--- src/hw/rtl/tfd_pkg.sv ---
`timescale 1ns / 1ps

package tfd_pkg;

    // Framing bytes
    localparam logic [7:0] MARK_BYTE       = 8'h7E;
    localparam logic [7:0] ESCAPE_BYTE     = 8'h7F;
    localparam logic [7:0] COMMAND_CHANNEL = 8'h00;

    // Result kind codes
    localparam logic [1:0] KIND_DATA    = 2'd0;
    localparam logic [1:0] KIND_COMMAND = 2'd1;
    localparam logic [1:0] KIND_END     = 2'd2;
    localparam logic [1:0] KIND_ERROR   = 2'd3;

    // One parsed result beat
    typedef struct packed {
        logic       valid;
        logic [1:0] kind;
        logic [7:0] channel;
        logic [7:0] value;
        logic [7:0] command_arg;
    } t_result;

endpackage

--- src/hw/rtl/tfd_parser.sv ---
`timescale 1ns / 1ps

module tfd_parser import tfd_pkg::*; (
    input  logic       i_clk,
    input  logic       i_rst_n,
    input  logic       i_step,
    input  logic [7:0] i_byte,
    output t_result    o_result
);

    typedef enum logic [2:0] {
        PH_HUNT    = 3'd0,
        PH_CHANNEL = 3'd1,
        PH_CMD     = 3'd2,
        PH_ARG     = 3'd3,
        PH_TRAIL   = 3'd4,
        PH_DATA    = 3'd5,
        PH_ESCAPED = 3'd6
    } t_phase;

    t_phase     r_phase, n_phase;
    logic [7:0] r_channel, n_channel;
    logic [7:0] r_held, n_held;
    t_result    n_result;

    // Decode one byte against the current frame phase
    always_comb begin
        n_phase              = r_phase;
        n_channel            = r_channel;
        n_held               = r_held;
        n_result.valid       = 1'b0;
        n_result.kind        = KIND_DATA;
        n_result.channel     = 8'h00;
        n_result.value       = 8'h00;
        n_result.command_arg = 8'h00;
        case (r_phase)
            PH_CHANNEL: begin
                n_channel = i_byte;
                n_phase   = (i_byte == COMMAND_CHANNEL) ? PH_CMD : PH_DATA;
            end
            PH_CMD: begin
                n_held  = i_byte;
                n_phase = PH_ARG;
            end
            PH_ARG: begin
                n_phase              = PH_TRAIL;
                n_result.valid       = 1'b1;
                n_result.kind        = KIND_COMMAND;
                n_result.channel     = COMMAND_CHANNEL;
                n_result.value       = r_held;
                n_result.command_arg = i_byte;
            end
            PH_TRAIL: begin
                // drop the trailer byte unchecked
                n_phase = PH_HUNT;
            end
            PH_DATA: begin
                if (i_byte == MARK_BYTE) begin
                    n_phase          = PH_HUNT;
                    n_result.valid   = 1'b1;
                    n_result.kind    = KIND_END;
                    n_result.channel = r_channel;
                end else if (i_byte == ESCAPE_BYTE) begin
                    n_phase = PH_ESCAPED;
                end else begin
                    n_result.valid   = 1'b1;
                    n_result.kind    = KIND_DATA;
                    n_result.channel = r_channel;
                    n_result.value   = i_byte;
                end
            end
            PH_ESCAPED: begin
                n_phase          = PH_DATA;
                n_result.valid   = 1'b1;
                n_result.kind    = KIND_DATA;
                n_result.channel = r_channel;
                n_result.value   = i_byte;
            end
            default: begin
                // hunting, and the unused phase code
                if (i_byte == MARK_BYTE) begin
                    n_phase = PH_CHANNEL;
                end else begin
                    n_phase        = PH_HUNT;
                    n_result.valid = 1'b1;
                    n_result.kind  = KIND_ERROR;
                    n_result.value = i_byte;
                end
            end
        endcase
    end

    // Advance frame state on each stepped beat
    always_ff @(posedge i_clk) begin
        if (!i_rst_n) begin
            r_phase   <= PH_HUNT;
            r_channel <= 8'h00;
            r_held    <= 8'h00;
        end else if (i_step) begin
            r_phase   <= n_phase;
            r_channel <= n_channel;
            r_held    <= n_held;
        end
    end

    assign o_result = n_result;

endmodule

--- src/hw/rtl/tunnel_frame_deframer_demux_top.sv ---
`timescale 1ns / 1ps
// Channel  Dir  Handshake               Payload
// rx       in   i_rx_valid/o_rx_stall   i_rx_byte
// out      out  o_out_valid/i_out_stall o_kind, o_channel, o_value, o_command_arg
//
// One byte per cycle while the output is not stalled: an input register feeds the
// combinational frame parser, whose result is registered in the output register.
// Synchronous active-low reset puts the parser into start-byte hunt.
// A byte that yields no result still waits for a free output slot.
// o_rx_stall rises only while the output register is held by i_out_stall.

module tunnel_frame_deframer_demux_top import tfd_pkg::*; (
    input  logic       i_clk,
    input  logic       i_rst_n,
    input  logic       i_rx_valid,
    output logic       o_rx_stall,
    input  logic [7:0] i_rx_byte,
    output logic       o_out_valid,
    input  logic       i_out_stall,
    output logic [1:0] o_kind,
    output logic [7:0] o_channel,
    output logic [7:0] o_value,
    output logic [7:0] o_command_arg
);

    logic       r_in_vld;
    logic [7:0] r_in_byte;
    logic       r_out_vld;
    logic [1:0] r_kind;
    logic [7:0] r_channel;
    logic [7:0] r_value;
    logic [7:0] r_arg;
    logic       w_step;
    logic       w_rx_take;
    t_result    w_result;

    // Step the parser when the result slot is free or draining
    assign w_step     = r_in_vld && (!r_out_vld || !i_out_stall);
    assign o_rx_stall = r_in_vld && !w_step;
    assign w_rx_take  = i_rx_valid && !o_rx_stall;

    tfd_parser u_parser (
        .i_clk    (i_clk),
        .i_rst_n  (i_rst_n),
        .i_step   (w_step),
        .i_byte   (r_in_byte),
        .o_result (w_result)
    );

    // Hold the incoming beat
    always_ff @(posedge i_clk) begin
        if (!i_rst_n) begin
            r_in_vld <= 1'b0;
        end else if (w_rx_take) begin
            r_in_vld <= 1'b1;
        end else if (w_step) begin
            r_in_vld <= 1'b0;
        end
    end

    always_ff @(posedge i_clk) begin
        if (w_rx_take) begin
            r_in_byte <= i_rx_byte;
        end
    end

    // Load or drain the result register
    always_ff @(posedge i_clk) begin
        if (!i_rst_n) begin
            r_out_vld <= 1'b0;
        end else if (w_step) begin
            r_out_vld <= w_result.valid;
        end else if (!i_out_stall) begin
            r_out_vld <= 1'b0;
        end
    end

    always_ff @(posedge i_clk) begin
        if (w_step && w_result.valid) begin
            r_kind    <= w_result.kind;
            r_channel <= w_result.channel;
            r_value   <= w_result.value;
            r_arg     <= w_result.command_arg;
        end
    end

    assign o_out_valid   = r_out_vld;
    assign o_kind        = r_kind;
    assign o_channel     = r_channel;
    assign o_value       = r_value;
    assign o_command_arg = r_arg;

`ifndef SYNTH
    a_stall_needs_beat: assert property (@(posedge i_clk) disable iff (!i_rst_n)
        o_rx_stall |-> r_in_vld)
        else $error("input stalled with no held beat");

    a_free_slot_no_stall: assert property (@(posedge i_clk) disable iff (!i_rst_n)
        !r_out_vld |-> !o_rx_stall)
        else $error("input stalled while result slot is empty");

    a_error_fields: assert property (@(posedge i_clk) disable iff (!i_rst_n)
        (r_out_vld && r_kind == KIND_ERROR) |-> (r_channel == 8'h00 && r_arg == 8'h00))
        else $error("error result carries channel or argument");

    a_command_channel: assert property (@(posedge i_clk) disable iff (!i_rst_n)
        (r_out_vld && r_kind == KIND_COMMAND) |-> (r_channel == COMMAND_CHANNEL))
        else $error("command result on a data channel");

    a_end_fields: assert property (@(posedge i_clk) disable iff (!i_rst_n)
        (r_out_vld && r_kind == KIND_END) |-> (r_value == 8'h00 && r_arg == 8'h00))
        else $error("frame end carries a value");
`endif

endmodule
--- config.mk ---
export PLATFORM = sky130hd
export DESIGN_NAME = tunnel_frame_deframer_demux_top
export DESIGN_NICKNAME = d
export VERILOG_FILES = /design/src/hw/rtl/tfd_pkg.sv /design/src/hw/rtl/tfd_parser.sv /design/src/hw/rtl/tunnel_frame_deframer_demux_top.sv
export SDC_FILE = /design/constraint.sdc
export NUM_CORES = 1
export LEC_CHECK = 0
export ABC_AREA = 1
export ABC_CLOCK_PERIOD_IN_PS = 5500
export BUFFER_PORTS_ARGS = -buffer_cell sky130_fd_sc_hd__buf_2
export CELL_PAD_IN_SITES_DETAIL_PLACEMENT = 1
export CELL_PAD_IN_SITES_GLOBAL_PLACEMENT = 2
export CORE_UTILIZATION = 37
export DETAILED_ROUTE_END_ITERATION = 16
export GPL_ROUTABILITY_DRIVEN = 0
export PLACE_DENSITY = 0.91
export SYNTH_ARGS = -nofsm -noshare
export SYNTH_HDL_FRONTEND = slang
export SYNTH_HIERARCHICAL = 1
export SYNTH_SLANG_ARGS = --single-unit
--- constraint.sdc ---
create_clock -name i_clk -period 5.5 [get_ports i_clk]
set_clock_uncertainty 0.05 [all_clocks]
set_input_delay 1.1 -clock i_clk [delete_from_list [all_inputs] [get_ports i_clk]]
set_output_delay 1.1 -clock i_clk [all_outputs]
set_load 0.02 [all_outputs]
==> Flow_metrics.wiki <==
{| class="wikitable"
! Metric !! Value
|-
| Slowest-stage cell, CP || sky130_fd_sc_hd__buf_2
|-
| Final global-route overflow total || 0
|-
| TritonCTS buffer count || 5
|-
| Critical Path Sink Type || primary output
|-
| Library cell occupying the most area in the post-synthesis netlist || sky130_fd_sc_hd__edfxtp_1
|-
| Critical path's most frequent cell || sky130_fd_sc_hd__buf_2
|-
| Kind of launch point of the worst setup path || input pin
|-
| Number of global-route vias before repair || 1645
|-
| Final critical delay including setup and external delays || ~2700 ps
|-
| Total clock sinks || 55
|-
| Required time at the endpoint of the critical path || 4350 ps
|-
| DRC || 0
|-
| Post-CTS Resized || 0
|-
| Number of max-cap violations || 0
|-
| Pre-CTS setup slack || 2810 ps
|-
| Post-synth net total || 232
|-
| Fmax || 371 MHz
|-
| Mean instance size in the synthesized netlist || 10.3 sq um
|-
| Fraction of final layout cells sized beyond drive strength 1 || between 20% and 30%
|-
| WL/cell || about 14 microns
|-
| Unrepaired setup endpoints after global routing || false
|-
| Post-CTS setup buffer count || 0
|-
| Number of optimization iterations in the first detailed-route pass || 4
|-
| Class of the most critical hold timing path || reg2reg
|-
| Power density of the placed cells || 291 nW/um^2
|-
| Total negative slack || 0 ps
|-
| Most frequent cells in the layout || 39 x sky130_fd_sc_hd__buf_2, 34 x sky130_fd_sc_hd__edfxtp_1, 31 x sky130_fd_sc_hd__nand2_1
|-
| WP buf/inv || 3
|-
| Cell leakage power || about 1.0 nW
|-
| Overall global routing resource usage || 17.1%
|-
| Synth top area cells || sky130_fd_sc_hd__edfxtp_1 45%, sky130_fd_sc_hd__dfxtp_1 19%, sky130_fd_sc_hd__nand2_1 5.1%
|-
| Synthesis-stage register bit count || between 50 and 60
|-
| Most common cell after layout, fill and taps aside || sky130_fd_sc_hd__buf_2
|-
| Critical path launch point || i_out_stall
|-
| Filler Cells Inserted || ~680
|-
| Register-to-Register Setup Slack || about 3300 ps
|-
| Via density || 4.87
|-
| Launch point of the worst hold path || u_parser/r_held[7]$_SDFFE_PN0P_
|-
| Global-route wire length before repair || approximately 8.0 mm
|-
| Kind of cell adding the most delay to the critical path || buffers and inverters
|-
| Number of buffers added on ports || 39
|-
| YS warnings || 6
|-
| R2R Path End || o_value[6]$_DFFE_PP_
|-
| Data arrival, critical path || between 1500 and 2000 ps
|-
| Detail Route Antenna Nets || 0
|-
| Number of library cell types mapped by synthesis || 25
|-
| Master cell of the clock root buffer || sky130_fd_sc_hd__clkbuf_8
|-
| Biggest cell delay along the critical path || about 150 ps
|-
| Die Area || roughly 6400 sq um
|-
| Number of instances in the synthesized netlist || 220
|-
| Status || finished clean
|-
| Critical path class || in2out
|-
| Effective utilization at floorplan || 38.2%
|-
| Vias after detailed routing || 1642
|-
| Worst-margin pin slew || 531 ps
|-
| Area growth, synth to finish || 15.6%
|-
| DRT iter0 DRCs || 50
|-
| H-tree lvl count || 2
|-
| Highest ir drop seen on vdd || around 0.16 mV
|-
| Post-synth top area share || 45.2%
|-
| Largest net degree at the start of global routing || 27
|-
| CTS tree || built
|-
| Clock latency at the later pin of the worst-skew pair || between 300 and 400 ps
|-
| Count of hold-fix buffers inserted at cts || 0
|-
| Core Rows || 28
|-
| Critical-path maximum fanout || 3
|-
| Final hold violations || 0
|-
| Final slew viol count || 0
|-
| Reg-to-reg startpoint || u_parser/r_phase[2]$_SDFFE_PN0P_
|-
| Cell depth of the worst flop-to-flop path || 7
|-
| Cell Chain, Critical Path || buf_2 -> nand3_1 -> inv_1 -> buf_2
|-
| Cell area after synthesis || 2260 sq um
|-
| Core footprint || between 5000 and 6000 sq um
|-
| Number of diodes || 0
|-
| Destination of the worst hold path || u_parser/r_held[7]$_SDFFE_PN0P_
|-
| Setup ws final || about 2800 ps
|-
| Share of the yosys chip area belonging to registers || a little under two thirds
|-
| Crit share post-route || 49.0%
|-
| Total Nets Final || approximately 270
|-
| Chip Height || between 80 and 90 microns
|-
| Antenna violations before repair || 0
|-
| Clock transition at the register clock pins on the worst setup and hold paths after CTS || 100 ps
|-
| Clock buffer depth || 2
|-
| Routed wire length || roughly 4.8 mm
|-
| Worst slew slack as a fraction of its limit || between 60 and 70%
|-
| Post-DP HPWL || 3.43 mm
|-
| Count of final setup violators || 0
|-
| I/O pins || 40
|-
| Cell depth of the worst hold path || 2
|-
| Die width || around 80 microns
|}
-- synth_stat cells --
| cell | n |
|---|---|
| sky130_fd_sc_hd__edfxtp_1 | 34 |
| sky130_fd_sc_hd__o21bai_1 | 6 |
| sky130_fd_sc_hd__buf_4 | 2 |
| sky130_fd_sc_hd__nand2_2 | 2 |
| sky130_fd_sc_hd__nand3_1 | 8 |
| sky130_fd_sc_hd__nand2_1 | 31 |
| sky130_fd_sc_hd__o22ai_1 | 7 |
| sky130_fd_sc_hd__nand3_2 | 2 |
| sky130_fd_sc_hd__o21ai_1 | 1 |
| sky130_fd_sc_hd__nor2_2 | 1 |
| sky130_fd_sc_hd__a21boi_2 | 1 |
| sky130_fd_sc_hd__buf_6 | 1 |
| sky130_fd_sc_hd__nor3_4 | 1 |
| sky130_fd_sc_hd__clkbuf_1 | 2 |
| sky130_fd_sc_hd__buf_2 | 1 |
| sky130_fd_sc_hd__xor2_1 | 1 |
| sky130_fd_sc_hd__nor2_1 | 19 |
| sky130_fd_sc_hd__a21boi_0 | 8 |
| sky130_fd_sc_hd__inv_1 | 29 |
| sky130_fd_sc_hd__o21ai_0 | 19 |
| sky130_fd_sc_hd__nand4_1 | 2 |
| sky130_fd_sc_hd__dfxtp_1 | 21 |
| sky130_fd_sc_hd__nor3_2 | 1 |
| sky130_fd_sc_hd__inv_2 | 2 |
| sky130_fd_sc_hd__a21oi_1 | 18 |
-- power breakdown --
part           internal, W  total (W)  switching, W
registers         0.000456   0.000464    0.00000799
logic            0.0000195  0.0000651     0.0000455
clock network    0.0000914   0.000231      0.000139
-- how the worst max path moves through the flow --
stage	depth (start not counted)	slack, ps	to
6_report	4	2800	o_rx_stall
5_1_grt	4	2770	o_rx_stall
4_1_cts	4	2800	o_rx_stall
3_5_place_dp	4	2810	o_rx_stall
3_3_place_gp	4	2820	o_rx_stall
2_1_floorplan	3	2700	o_channel[0]$_DFFE_PP_
-- flip-flops by register name (all words and copies together) (netlist names) --
name                count
o_channel               8
u_parser/r_channel      8
o_kind                  2
o_command_arg           8
u_parser/r_held         8
u_parser/r_phase        3
r_in_byte               8
o_out_valid             1
r_in_vld                1
o_value                 8
-- metrics by stage --
stage / util, % / total power (W) / instance area (sq um) / hold WS [ps] / std cells
final: 44.1 / 0.000759 / 2610 / 412 / 337
after global routing: 44.1 / 0.000792 / 2610 / 432 / 337
after CTS: 44.1 / 0.000770 / 2610 / 415 / 337
after detailed placement: 42.6 / 0.000540 / 2520 / 395 / 329
after global placement: 42.6 / 0.000538 / 2520 / 385 / 329
after floorplan: - / 0.000514 / 2260 / 374 / 220
-- cell families (layout without fill, tap and decap cells) --
family          Yosys count  in the layout  synth area share [%]
buf+inv                  37             79                  6.86
simple gates             67             67                  13.5
xor+xnor                  1              1                 0.387
flops                    55             55                  63.8
compound gates           60             60                  15.5
-- per-layer routing --
layer	routed length [microns]	GRT usage [%]	part of all wire (%)
met1	2160	19.8	45
met4	85	6.96	1.8
met2	2460	30.5	51
met3	135	3.41	2.8
met5	0	0	0
-- worst min-delay path, delay by kind of cell, from the launching register on --
kind / cells / cell delay (ps)
AOI/OAI and AO/OA: 1 / 50
DFF: 1 / 310
buffers and inverters: 1 / 60
-- cell type report --
type	instances	area (sq um)	area share, %
multi-input cells	128	667	25.5
well taps	75	93.8	3.59
repair buffers	40	203	7.75
clock buffers	5	68.8	2.63
inverters	31	116	4.45
clock inverters	3	23.8	0.910
flip-flops and latches	55	1440	55.1
Power figures use the tool's default switching activity.
